**src/hdl/srhm_pkg.sv**
```systemverilog
// ----------------------------------------------------------------------------
// srhm_pkg
// Shared types and codes for the scan rate health monitor.
// ----------------------------------------------------------------------------
package srhm_pkg;

    localparam int CFG_DATA_W  = 24;
    localparam int CFG_INDEX_W = 3;

    // Input operation codes.
    localparam logic [2:0] OP_TICK    = 3'd0;
    localparam logic [2:0] OP_FRAME   = 3'd1;
    localparam logic [2:0] OP_FRONT   = 3'd2;
    localparam logic [2:0] OP_BACK    = 3'd3;
    localparam logic [2:0] OP_COMMAND = 3'd4;

    // Unit state codes.
    localparam logic [1:0] UNIT_OFF      = 2'd0;
    localparam logic [1:0] UNIT_ON       = 2'd1;
    localparam logic [1:0] UNIT_STARTING = 2'd2;
    localparam logic [1:0] UNIT_STOPPING = 2'd3;

    // Register indexes.
    localparam logic [CFG_INDEX_W-1:0] REG_INTERVAL_LOW   = 3'd0;
    localparam logic [CFG_INDEX_W-1:0] REG_INTERVAL_HIGH  = 3'd1;
    localparam logic [CFG_INDEX_W-1:0] REG_INTERVAL_FLOOR = 3'd2;
    localparam logic [CFG_INDEX_W-1:0] REG_GOOD_NEEDED    = 3'd3;
    localparam logic [CFG_INDEX_W-1:0] REG_CHECK_PERIOD   = 3'd4;

    // Register reset values.
    localparam logic [23:0] INTERVAL_LOW_RESET   = 24'd90000;
    localparam logic [23:0] INTERVAL_HIGH_RESET  = 24'd110000;
    localparam logic [9:0]  INTERVAL_FLOOR_RESET = 10'd1;
    localparam logic [3:0]  GOOD_NEEDED_RESET    = 4'd3;
    localparam logic [23:0] CHECK_PERIOD_RESET   = 24'd200000;

    typedef struct packed {
        logic [2:0] operation;
        logic       value;
    } item_t;

    typedef struct packed {
        logic [1:0] unit_state;
        logic       rate_ok;
    } result_t;

    typedef struct packed {
        logic [23:0] interval_low;
        logic [23:0] interval_high;
        logic [9:0]  interval_floor;
        logic [3:0]  good_needed;
        logic [23:0] check_period;
    } cfg_t;

endpackage

```
**src/hdl/srhm_cfg_regs.sv**
```systemverilog
// ----------------------------------------------------------------------------
// srhm_cfg_regs
// Configuration register bank of the scan rate health monitor.
// ----------------------------------------------------------------------------
module srhm_cfg_regs
(
    input  logic                             clk,
    input  logic                             rst_n,
    input  logic                             cfg_write,
    input  logic [srhm_pkg::CFG_INDEX_W-1:0] cfg_index,
    input  logic [srhm_pkg::CFG_DATA_W-1:0]  cfg_data,
    output srhm_pkg::cfg_t                   cfg
);
    import srhm_pkg::*;

    cfg_t cfg_reg;
    cfg_t cfg_next;

    always_comb
    begin
        cfg_next = cfg_reg;
        if (cfg_write)
        begin
            unique case (cfg_index)
                REG_INTERVAL_LOW:   cfg_next.interval_low   = cfg_data;
                REG_INTERVAL_HIGH:  cfg_next.interval_high  = cfg_data;
                REG_INTERVAL_FLOOR: cfg_next.interval_floor = cfg_data[9:0];
                REG_GOOD_NEEDED:    cfg_next.good_needed    = cfg_data[3:0];
                REG_CHECK_PERIOD:   cfg_next.check_period   = cfg_data;
                default:            cfg_next = cfg_reg;
            endcase
        end
    end

    always_ff @(posedge clk or negedge rst_n)
    begin
        if (!rst_n)
        begin
            cfg_reg.interval_low   <= INTERVAL_LOW_RESET;
            cfg_reg.interval_high  <= INTERVAL_HIGH_RESET;
            cfg_reg.interval_floor <= INTERVAL_FLOOR_RESET;
            cfg_reg.good_needed    <= GOOD_NEEDED_RESET;
            cfg_reg.check_period   <= CHECK_PERIOD_RESET;
        end
        else
        begin
            cfg_reg <= cfg_next;
        end
    end

    assign cfg = cfg_reg;

endmodule

```
**src/hdl/scan_rate_health_monitor.sv**
```systemverilog
// ----------------------------------------------------------------------------
// scan_rate_health_monitor
// Latency: two register stages, the input register and the result register.
// A report is valid on the output once the tick that ends a check period has
// passed both. Throughput: one item per cycle; the input stalls only while a
// report waits in the result register under result stall. Reset: asynchronous,
// active low; clears monitor state and sets command on; loads register defaults.
// ----------------------------------------------------------------------------
module scan_rate_health_monitor
(
    input  logic                             clk,
    input  logic                             rst_n,
    input  logic                             item_valid,
    output logic                             item_stall,
    input  srhm_pkg::item_t                  item,
    output logic                             result_valid,
    input  logic                             result_stall,
    output srhm_pkg::result_t                result,
    input  logic                             cfg_write,
    input  logic [srhm_pkg::CFG_INDEX_W-1:0] cfg_index,
    input  logic [srhm_pkg::CFG_DATA_W-1:0]  cfg_data
);
    import srhm_pkg::*;

    cfg_t cfg;

    srhm_cfg_regs u_cfg_regs
    (
        .clk       (clk),
        .rst_n     (rst_n),
        .cfg_write (cfg_write),
        .cfg_index (cfg_index),
        .cfg_data  (cfg_data),
        .cfg       (cfg)
    );

    // Input register.
    logic    hold_valid_reg, hold_valid_next;
    item_t   hold_reg, hold_next;

    // Result register.
    logic    result_valid_reg, result_valid_next;
    result_t result_reg, result_next;

    // Monitor state.
    logic [31:0] time_now_reg, time_now_next;
    logic [31:0] latest_arrival_reg, latest_arrival_next;
    logic [31:0] gap_reg, gap_next;
    logic        previous_valid_reg, previous_valid_next;
    logic        latest_valid_reg, latest_valid_next;
    logic        front_on_reg, front_on_next;
    logic        back_on_reg, back_on_next;
    logic        command_on_reg, command_on_next;
    logic [3:0]  good_count_reg, good_count_next;
    logic        ok_flag_reg, ok_flag_next;
    logic [23:0] period_count_reg, period_count_next;

    logic        advance;
    logic        emit;
    logic [23:0] period_inc;
    logic [23:0] period_limit;
    logic        gap_bad;
    logic [1:0]  unit_state;

    // The held item is processed whenever the result register can take a value.
    assign advance    = hold_valid_reg && (!result_valid_reg || !result_stall);
    assign item_stall = hold_valid_reg && !advance;

    assign period_inc   = period_count_reg + 24'd1;
    assign period_limit = (cfg.check_period == 24'd0) ? 24'd1 : cfg.check_period;

    // The interval between the two latest arrivals is kept ready from the frame.
    assign gap_bad = (gap_reg < {22'd0, cfg.interval_floor})
                  || (gap_reg < {8'd0, cfg.interval_low})
                  || (gap_reg > {8'd0, cfg.interval_high});

    always_comb
    begin
        if (front_on_reg && back_on_reg)
        begin
            unit_state = UNIT_ON;
        end
        else if (!front_on_reg && !back_on_reg)
        begin
            unit_state = UNIT_OFF;
        end
        else
        begin
            unit_state = command_on_reg ? UNIT_STARTING : UNIT_STOPPING;
        end
    end

    always_comb
    begin
        hold_valid_next     = hold_valid_reg;
        hold_next           = hold_reg;
        result_valid_next   = result_valid_reg;
        result_next         = result_reg;
        time_now_next       = time_now_reg;
        latest_arrival_next = latest_arrival_reg;
        gap_next            = gap_reg;
        previous_valid_next = previous_valid_reg;
        latest_valid_next   = latest_valid_reg;
        front_on_next       = front_on_reg;
        back_on_next        = back_on_reg;
        command_on_next     = command_on_reg;
        good_count_next     = good_count_reg;
        ok_flag_next        = ok_flag_reg;
        period_count_next   = period_count_reg;
        emit                = 1'b0;

        if (!item_stall)
        begin
            hold_valid_next = item_valid;
            hold_next       = item;
        end

        if (result_valid_reg && !result_stall)
        begin
            result_valid_next = 1'b0;
        end

        if (advance)
        begin
            unique case (hold_reg.operation)
                OP_TICK:
                begin
                    time_now_next = time_now_reg + 32'd1;
                    if (period_inc >= period_limit)
                    begin
                        emit              = 1'b1;
                        period_count_next = 24'd0;
                        if (!front_on_reg || !back_on_reg)
                        begin
                            good_count_next = 4'd0;
                            ok_flag_next    = 1'b0;
                        end
                        else if (previous_valid_reg && latest_valid_reg)
                        begin
                            if (gap_bad)
                            begin
                                if (good_count_reg != 4'd0)
                                begin
                                    good_count_next = good_count_reg - 4'd1;
                                end
                                else
                                begin
                                    ok_flag_next = 1'b0;
                                end
                            end
                            else if (good_count_reg >= cfg.good_needed)
                            begin
                                ok_flag_next = 1'b1;
                            end
                            else
                            begin
                                good_count_next = good_count_reg + 4'd1;
                            end
                        end
                    end
                    else
                    begin
                        period_count_next = period_inc;
                    end
                end
                OP_FRAME:
                begin
                    if (hold_reg.value)
                    begin
                        gap_next            = time_now_reg - latest_arrival_reg;
                        previous_valid_next = latest_valid_reg;
                        latest_arrival_next = time_now_reg;
                        latest_valid_next   = 1'b1;
                    end
                end
                OP_FRONT:
                begin
                    front_on_next = hold_reg.value;
                end
                OP_BACK:
                begin
                    back_on_next = hold_reg.value;
                end
                OP_COMMAND:
                begin
                    command_on_next   = hold_reg.value;
                    ok_flag_next      = 1'b0;
                    good_count_next   = 4'd0;
                    latest_valid_next = 1'b0;
                end
                default:
                begin
                    emit = 1'b0;
                end
            endcase

            result_valid_next      = emit;
            result_next.unit_state = unit_state;
            result_next.rate_ok    = ok_flag_next;
        end
    end

    always_ff @(posedge clk or negedge rst_n)
    begin
        if (!rst_n)
        begin
            hold_valid_reg     <= 1'b0;
            result_valid_reg   <= 1'b0;
            time_now_reg       <= 32'd0;
            latest_arrival_reg <= 32'd0;
            gap_reg            <= 32'd0;
            previous_valid_reg <= 1'b0;
            latest_valid_reg   <= 1'b0;
            front_on_reg       <= 1'b0;
            back_on_reg        <= 1'b0;
            command_on_reg     <= 1'b1;
            good_count_reg     <= 4'd0;
            ok_flag_reg        <= 1'b0;
            period_count_reg   <= 24'd0;
        end
        else
        begin
            hold_valid_reg     <= hold_valid_next;
            result_valid_reg   <= result_valid_next;
            time_now_reg       <= time_now_next;
            latest_arrival_reg <= latest_arrival_next;
            gap_reg            <= gap_next;
            previous_valid_reg <= previous_valid_next;
            latest_valid_reg   <= latest_valid_next;
            front_on_reg       <= front_on_next;
            back_on_reg        <= back_on_next;
            command_on_reg     <= command_on_next;
            good_count_reg     <= good_count_next;
            ok_flag_reg        <= ok_flag_next;
            period_count_reg   <= period_count_next;
        end
    end

    always_ff @(posedge clk)
    begin
        hold_reg   <= hold_next;
        result_reg <= result_next;
    end

    assign result_valid = result_valid_reg;
    assign result       = result_reg;

endmodule
```
**config.mk**
```make
export PLATFORM = sky130hd
export DESIGN_NAME = scan_rate_health_monitor
export DESIGN_NICKNAME = d
export VERILOG_FILES = /design/src/hdl/srhm_pkg.sv /design/src/hdl/srhm_cfg_regs.sv /design/src/hdl/scan_rate_health_monitor.sv
export SDC_FILE = /design/constraint.sdc
export NUM_CORES = 1
export LEC_CHECK = 0
export BUFFER_PORTS_ARGS = -buffer_cell sky130_fd_sc_hd__buf_4
export CORE_MARGIN = 2
export CORE_UTILIZATION = 40
export DETAILED_ROUTE_END_ITERATION = 12
export GPL_ROUTABILITY_DRIVEN = 0
export PLACE_DENSITY_LB_ADDON = 0.15
export SYNTH_ARGS = -nofsm -noshare
export SYNTH_HDL_FRONTEND = slang
export SYNTH_HIERARCHICAL = 1
export SYNTH_SLANG_ARGS = --single-unit
```
**constraint.sdc**
```tcl
create_clock -name clk -period 5.3 [get_ports clk]
set_input_delay 0.53 -clock clk [delete_from_list [all_inputs] [get_ports clk]]
set_output_delay 0.53 -clock clk [all_outputs]
set_load 0.03 [all_outputs]
```
# ---- Word level (Yosys, flattened, before mapping)
# Cells that the tools add are included.
dict set report totals {
  out_inout_bits 5
  reg_bits 225
}
dict set report op_classes {
  reduce_logical 35
  eq_ne 13
  mux 24
  add_sub_neg 5
  order_cmp 5
}
# cell n
set op_table {}
lappend op_table {{$mux W24} 2}
lappend op_table {{$add A32 B1 Y32 const B} 1}
lappend op_table {{$gt A32 B24 Y1} 1}
lappend op_table {{$lt A32 B10 Y1} 1}
lappend op_table {{$lt A32 B24 Y1} 1}
lappend op_table {{$sub A32 B32 Y32} 1}
lappend op_table {{$add A24 B1 Y24 const B} 1}
lappend op_table {{$ge A24 B24 Y1} 1}
lappend op_table {{$logic_not A24 Y1} 1}
lappend op_table {{$mux W4} 6}
lappend op_table {{$reduce_and A2 Y1} 9}
lappend op_table {{$mux W1} 13}
lappend op_table {{$eq A3 B2 Y1 const B} 4}
lappend op_table {{$ne A4 B4 Y1 const B} 2}
lappend op_table {{$pmux W4 S2} 1}
lappend op_table {{$eq A3 B1 Y1 const B} 2}
lappend op_table {{$eq A3 B3 Y1 const B} 2}
lappend op_table {{$logic_and A1 B1 Y1} 6}
lappend op_table {{$logic_not A3 Y1} 2}
lappend op_table {{$reduce_and A3 Y1} 2}
lappend op_table {{$reduce_and A6 Y1} 1}
lappend op_table {{$reduce_bool A2 Y1} 3}
lappend op_table {{$logic_not A1 Y1} 5}
lappend op_table {{$add A4 B1 Y4 const B} 1}
lappend op_table {{other kinds (8)} 13}

# ---- Logic depth before layout (Yosys ltp)
dict set report logic_depth {
  ltp_word 8
  ltp_mapped 20
  depth_no_buf 17
}

# ---- Modules after synthesis
# Netlist, hierarchy kept.
# mod area_per_inst_um2 cells_per_inst n_inst
set modules_own_cells {}
lappend modules_own_cells {scan_rate_health_monitor 9924.5 1094 1}
lappend modules_own_cells {srhm_cfg_regs 3299.4 186 1}

# ---- Least setup slack after synthesis
# No wires, ideal clock.
dict set report synth_timing {
  path_kind {reg-to-reg}
  from {register period_count_reg[0]}
  to {register result_reg, in the netlist result[0], data pin}
  path_slack_ns 1.443
  required_time_ns 5.047
  arrival_ns 3.603
  setup_time_ns 0.253
  stages_incl_launch_ff 21
  path_buffers 3
  period_less_slack_ns 3.857
  path_cell_list {dfrtp_1 -> ha_1 -> and3_1 -> nand3_1 -> or2_1 -> clkbuf_1 -> inv_2 -> and3_1 -> xnor2_1 -> inv_1 -> ha_1 -> nand4_1 -> nor4_1 -> o21ai_0 -> a31oi_1 -> o221a_2 -> clkbuf_1 -> clkbuf_1 -> o21ai_0 -> nand2_1 -> nand2_1}
}
dict set report synth_via {
  elab_chain_cells 4
}
# element line_no
set synth_lines {}
lappend synth_lines {{start: declaration} scan_rate_health_monitor.sv:56} ;# logic [23:0] period_count_reg, period_count_next;
lappend synth_lines {{start signal: assignment} scan_rate_health_monitor.sv:235} ;# period_count_reg <= period_count_next;
lappend synth_lines {{$add A24 B1 Y24} scan_rate_health_monitor.sv:69} ;# assign period_inc = period_count_reg + 24'd1;
lappend synth_lines {{$ge A24 B24 Y1} scan_rate_health_monitor.sv:129} ;# if (period_inc >= period_limit)
lappend synth_lines {{$mux W1} scan_rate_health_monitor.sv:129}
lappend synth_lines {{$pmux W1 S2} scan_rate_health_monitor.sv:125} ;# unique case (hold_reg.operation)
lappend synth_lines {{end signal: assignment} scan_rate_health_monitor.sv:242} ;# result_reg <= result_next;
lappend synth_lines {{end: declaration} scan_rate_health_monitor.sv:43} ;# result_t result_reg, result_next;
# No other way between the ends.
# A chain may end at the register's enable or synchronous reset.

# ---- Worst setup path after layout
dict set report layout_timing {
  from {register period_count_reg[0]}
  to {register good_count_reg[2]}
}
dict set report layout_via {
  elab_chain_cells 4
}
# element line_no
set layout_lines {}
lappend layout_lines {{$add A24 B1 Y24} scan_rate_health_monitor.sv:69}
lappend layout_lines {{$ge A24 B24 Y1} scan_rate_health_monitor.sv:129}
lappend layout_lines {{$ne A2 B2 Y1 (no source line)} -}
lappend layout_lines {{$reduce_and A6 Y1 (no source line)} -}
lappend layout_lines {{end signal: assignment} scan_rate_health_monitor.sv:233} ;# good_count_reg <= good_count_next;
lappend layout_lines {{end: declaration} scan_rate_health_monitor.sv:54} ;# logic [3:0] good_count_reg, good_count_next;
# No other way between the ends.

==> flow_metrics.py <==
metrics = {
    "clock_tree": {
        "clk_pin_slew_ns": 0.06,
        "htreeDepth": 1,
        "tritoncts": "done",
        "clock-sinks": 225,
        "post_cts_resized": 0,
        "cts-root-buf": "clkbuf_16",
        "post_cts_buffers": 0,
        "cts_made_buffers": 27,
        "clk_latency_ns": 0.54,
        "clk_path_buf_depth": 3,
        "cts_hold_buf": 0,
    },
    "job": {
        "cap_violations": 0,
    },
    "synth": {
        "syn_area_sq_mm": 0.0132,
        "avgSynthCellArea_sq_um": 10.3,
        "syn-num-nets": 1439,
        "ys_types": 73,
        "ys_async_sr_fraction_pct": 96.9,
        "synth.ff_latch_count": 225,
        "netlist_top_cells_area": "dfrtp_1 36%, ha_1 11%, mux2_2 9.7%",
        "yosysMostFrequentCell": "dfrtp_1",
        "ys.flop_type": "dfrtp_1",
        "yosys.area.top_type": "dfrtp_1",
        "synth_cells": 1280,
        "ys_top_cells_by_count": "190 x dfrtp_1, 137 x inv_1, 124 x nand2_1, 121 x ha_1, 114 x mux2_2",
        "yosysWarnings": 6,
        "synth-edff-count": 7,
        "synth.top_cell.area_share_pct": 36.0,
        "ys_seq_area_share_pct": 43.1,
    },
    "power_and_ir_drop": {
        "peakVddDrop_uv": 229,
        "power.leakage_nw": 7.10,
        "p_per_area_mw_per_mm2": 422,
    },
    "sta": {
        "slew_headroom_pct": 32.6,
        "max_clock_freq_ghz": 0.232,
        "finalHoldViolCount": 0,
        "slew_viol_final": 0,
        "worst_pin_slew_ns": 1.01,
        "finalCriticalPeriod_ns": 4.31,
        "rsz0062_at_grt": "false",
        "setup_viol": 0,
        "fin_worst_skew_ns": 0.0209,
        "setup-tns-final_ns": 0,
        "period_share_pct": 81.4,
        "setup_slack_ns": 0.986,
    },
    "layout": {
        "largest_reg_flops": 86,
        "fin_util_pct": 46.0,
        "fillers": 3128,
        "area_growth_pct": 13.1,
        "diodes": 0,
        "fin_cells": 1789,
        "final_nets": 1485,
        "postLayoutCellArea_sq_mm": 0.0150,
        "layout-drive-gt1-share_pct": 19.7,
    },
    "global_routing": {
        "grt_max_degree": 117,
        "track_usage_pct": 17.1,
        "grt_pass1_vias": 8993,
        "grt_pass1_wl_mm": 47.4,
        "antenna_found_initial": 0,
        "grt_overflow_total": 0,
    },
    "route": {
        "vias": 9100,
        "routedWlPerCell_um": 16.1,
        "finalWirelength_mm": 28.8,
        "dr.pass1.iters": 5,
        "ant_nets": 0,
        "initialDrtViolationCount": 446,
        "via_per_inst": 5.09,
        "drcViolationCount": 0,
    },
    "floorplan": {
        "die_w_um": 186,
        "die_area_sq_mm": 0.0345,
        "core_area_sq_mm": 0.0325,
        "rows": 66,
        "pin_count": 41,
        "start_util_pct": 40.6,
        "die_height_um": 186,
    },
    "min_path": {
        "hold_path_class": "in2async",
    },
    "worst_setup_path": {
        "cp-start-kind": "flip-flop",
        "cp_slowest_cell": "o221a_2",
        "critical_path_required_ns": 5.71,
        "cp_num_buf_inv": 2,
        "critical_path.endpoint_type": "flip-flop",
        "crit_chain": "ha_1 > and3_1 > nand3_1 > or2_1 > inv_2 > and3_1 > xnor2_1 > inv_1 > ha_1 > nand4_1 > nor4_1 > o21ai_0 > a31oi_1 > o221a_2 > o21ai_0 > nand2b_4 > mux2_4",
        "crit_family": "simple AND/OR/NAND/NOR gates",
        "path_max_fanout": 20,
        "path_class": "reg2reg",
        "r2r_cells": 17,
        "worst-path-stages": 17,
        "critPathArrivalTime_ns": 4.73,
        "critical_path.max_stage_delay_ns": 0.53,
    },
    "placement": {
        "pre_cts_slack_ns": 0.994,
        "placed_cell_area_sq_mm": 0.0140,
        "dp_hpwl_mm": 21.3,
        "dp.cells": 1739,
        "io_buffer_count": 40,
    },
    "outcome": {
        "status": "completed",
    },
}
kinds of logic (layout without fill, tap and decap cells):
| logic type | count (synthesis) | after routing | share of synthesized area, % |
|---|---|---|---|
| adder cells (fa/ha/maj) | 123 | 123 | 11.8 |
| multiplexers | 128 | 128 | 10.9 |
| flip-flops | 225 | 225 | 43.1 |
| XOR/XNOR | 79 | 79 | 5.23 |
| buffers and inverters | 170 | 237 | 5.20 |
| AND/OR/NAND/NOR | 331 | 331 | 12.9 |
| AO/OA/AOI/OAI | 224 | 224 | 10.8 |
power breakdown:
| group | switching (mW) | leakage, nW | total [mW] | internal [mW] |
|---|---|---|---|---|
| clock | 0.749 | 0.454 | 1.91 | 1.16 |
| combinational | 1.07 | 3.81 | 2.02 | 0.946 |
| sequential | 0.314 | 2.83 | 2.38 | 2.07 |
routing by layer:
layer / GRT usage [%] / share of wire, % / up-vias
li1: - / - / 4589
met1: 24.2 / 49 / 4402
met2: 27.9 / 46 / 78
met3: 2.47 / 2.9 / 31
met4: 3.43 / 1.5 / 0
met5: 0 / 0 / -
layout make-up:
| type | instances | area [sq um] | area share [%] |
|---|---|---|---|
| Multi-Input combinational cell | 885 | 6890 | 46.0 |
| Sequential cell | 225 | 5700 | 38.1 |
| Clock buffer | 35 | 766 | 5.12 |
| Tap cell | 442 | 553 | 3.70 |
| Inverter | 138 | 518 | 3.46 |
| Timing Repair Buffer | 49 | 375 | 2.51 |
| Clock inverter | 15 | 159 | 1.06 |
metrics by stage:
stage	hold slack, ns	power [mW]
6_report	0.0354	6.31
5_1_grt	0.126	6.78
4_1_cts	0.0856	6.40
3_5_place_dp	0.475	4.45
3_3_place_gp	0.468	4.40
2_1_floorplan	0.234	3.85
layout by cell type, fill, tap and decap left out, types with 3 or more instances in the layout:
master	synthesis	routed
dfrtp_1	190	190
o211ai_1	6	6
and2_1	3	3
nor4_1	15	14
nor2b_1	9	9
clkinv_1	0	3
o21a_1	6	6
edfxtp_1	7	7
xnor2_1	49	49
a31oi_1	3	3
inv_1	137	137
o31ai_1	13	13
o21ai_0	83	83
clkbuf_16	0	27
mux2_1	9	9
and3_1	18	18
o21bai_1	4	4
xor2_1	30	30
nand3_1	40	40
mux2_2	114	114
nand2b_1	16	16
nor2_1	40	40
and4_1	5	5
clkinv_2	0	5
ha_1	121	121
nor3_1	10	10
nand4_1	30	30
nand2_1	124	123
bufinv_16	0	3
a211oi_1	8	8
buf_4	0	48
a21oi_1	51	51
clkbuf_8	0	6
dfstp_2	28	28
mux2i_1	3	3
a21o_1	22	22
final timing paths:
kind                                               startpoint                                  to  slack (ns)
min                                                     rst_n    period_count_reg[12]$_DFFE_PN0P_        0.04
min reg2reg                latest_arrival_reg[17]$_DFFE_PN0P_  latest_arrival_reg[17]$_DFFE_PN0P_        0.49
max in group asynchronous                               rst_n      u_cfg_regs/cfg[30]$_DFFE_PN0P_        3.98
max reg2reg                   period_count_reg[0]$_DFFE_PN0P_       good_count_reg[2]$_DFFE_PN0P_        0.99
max                           period_count_reg[0]$_DFFE_PN0P_       good_count_reg[2]$_DFFE_PN0P_        0.99
min in group clk                                      item[0]               hold_reg[0]$_DFFE_PN_        0.18
Power figures use the tool's default switching activity.
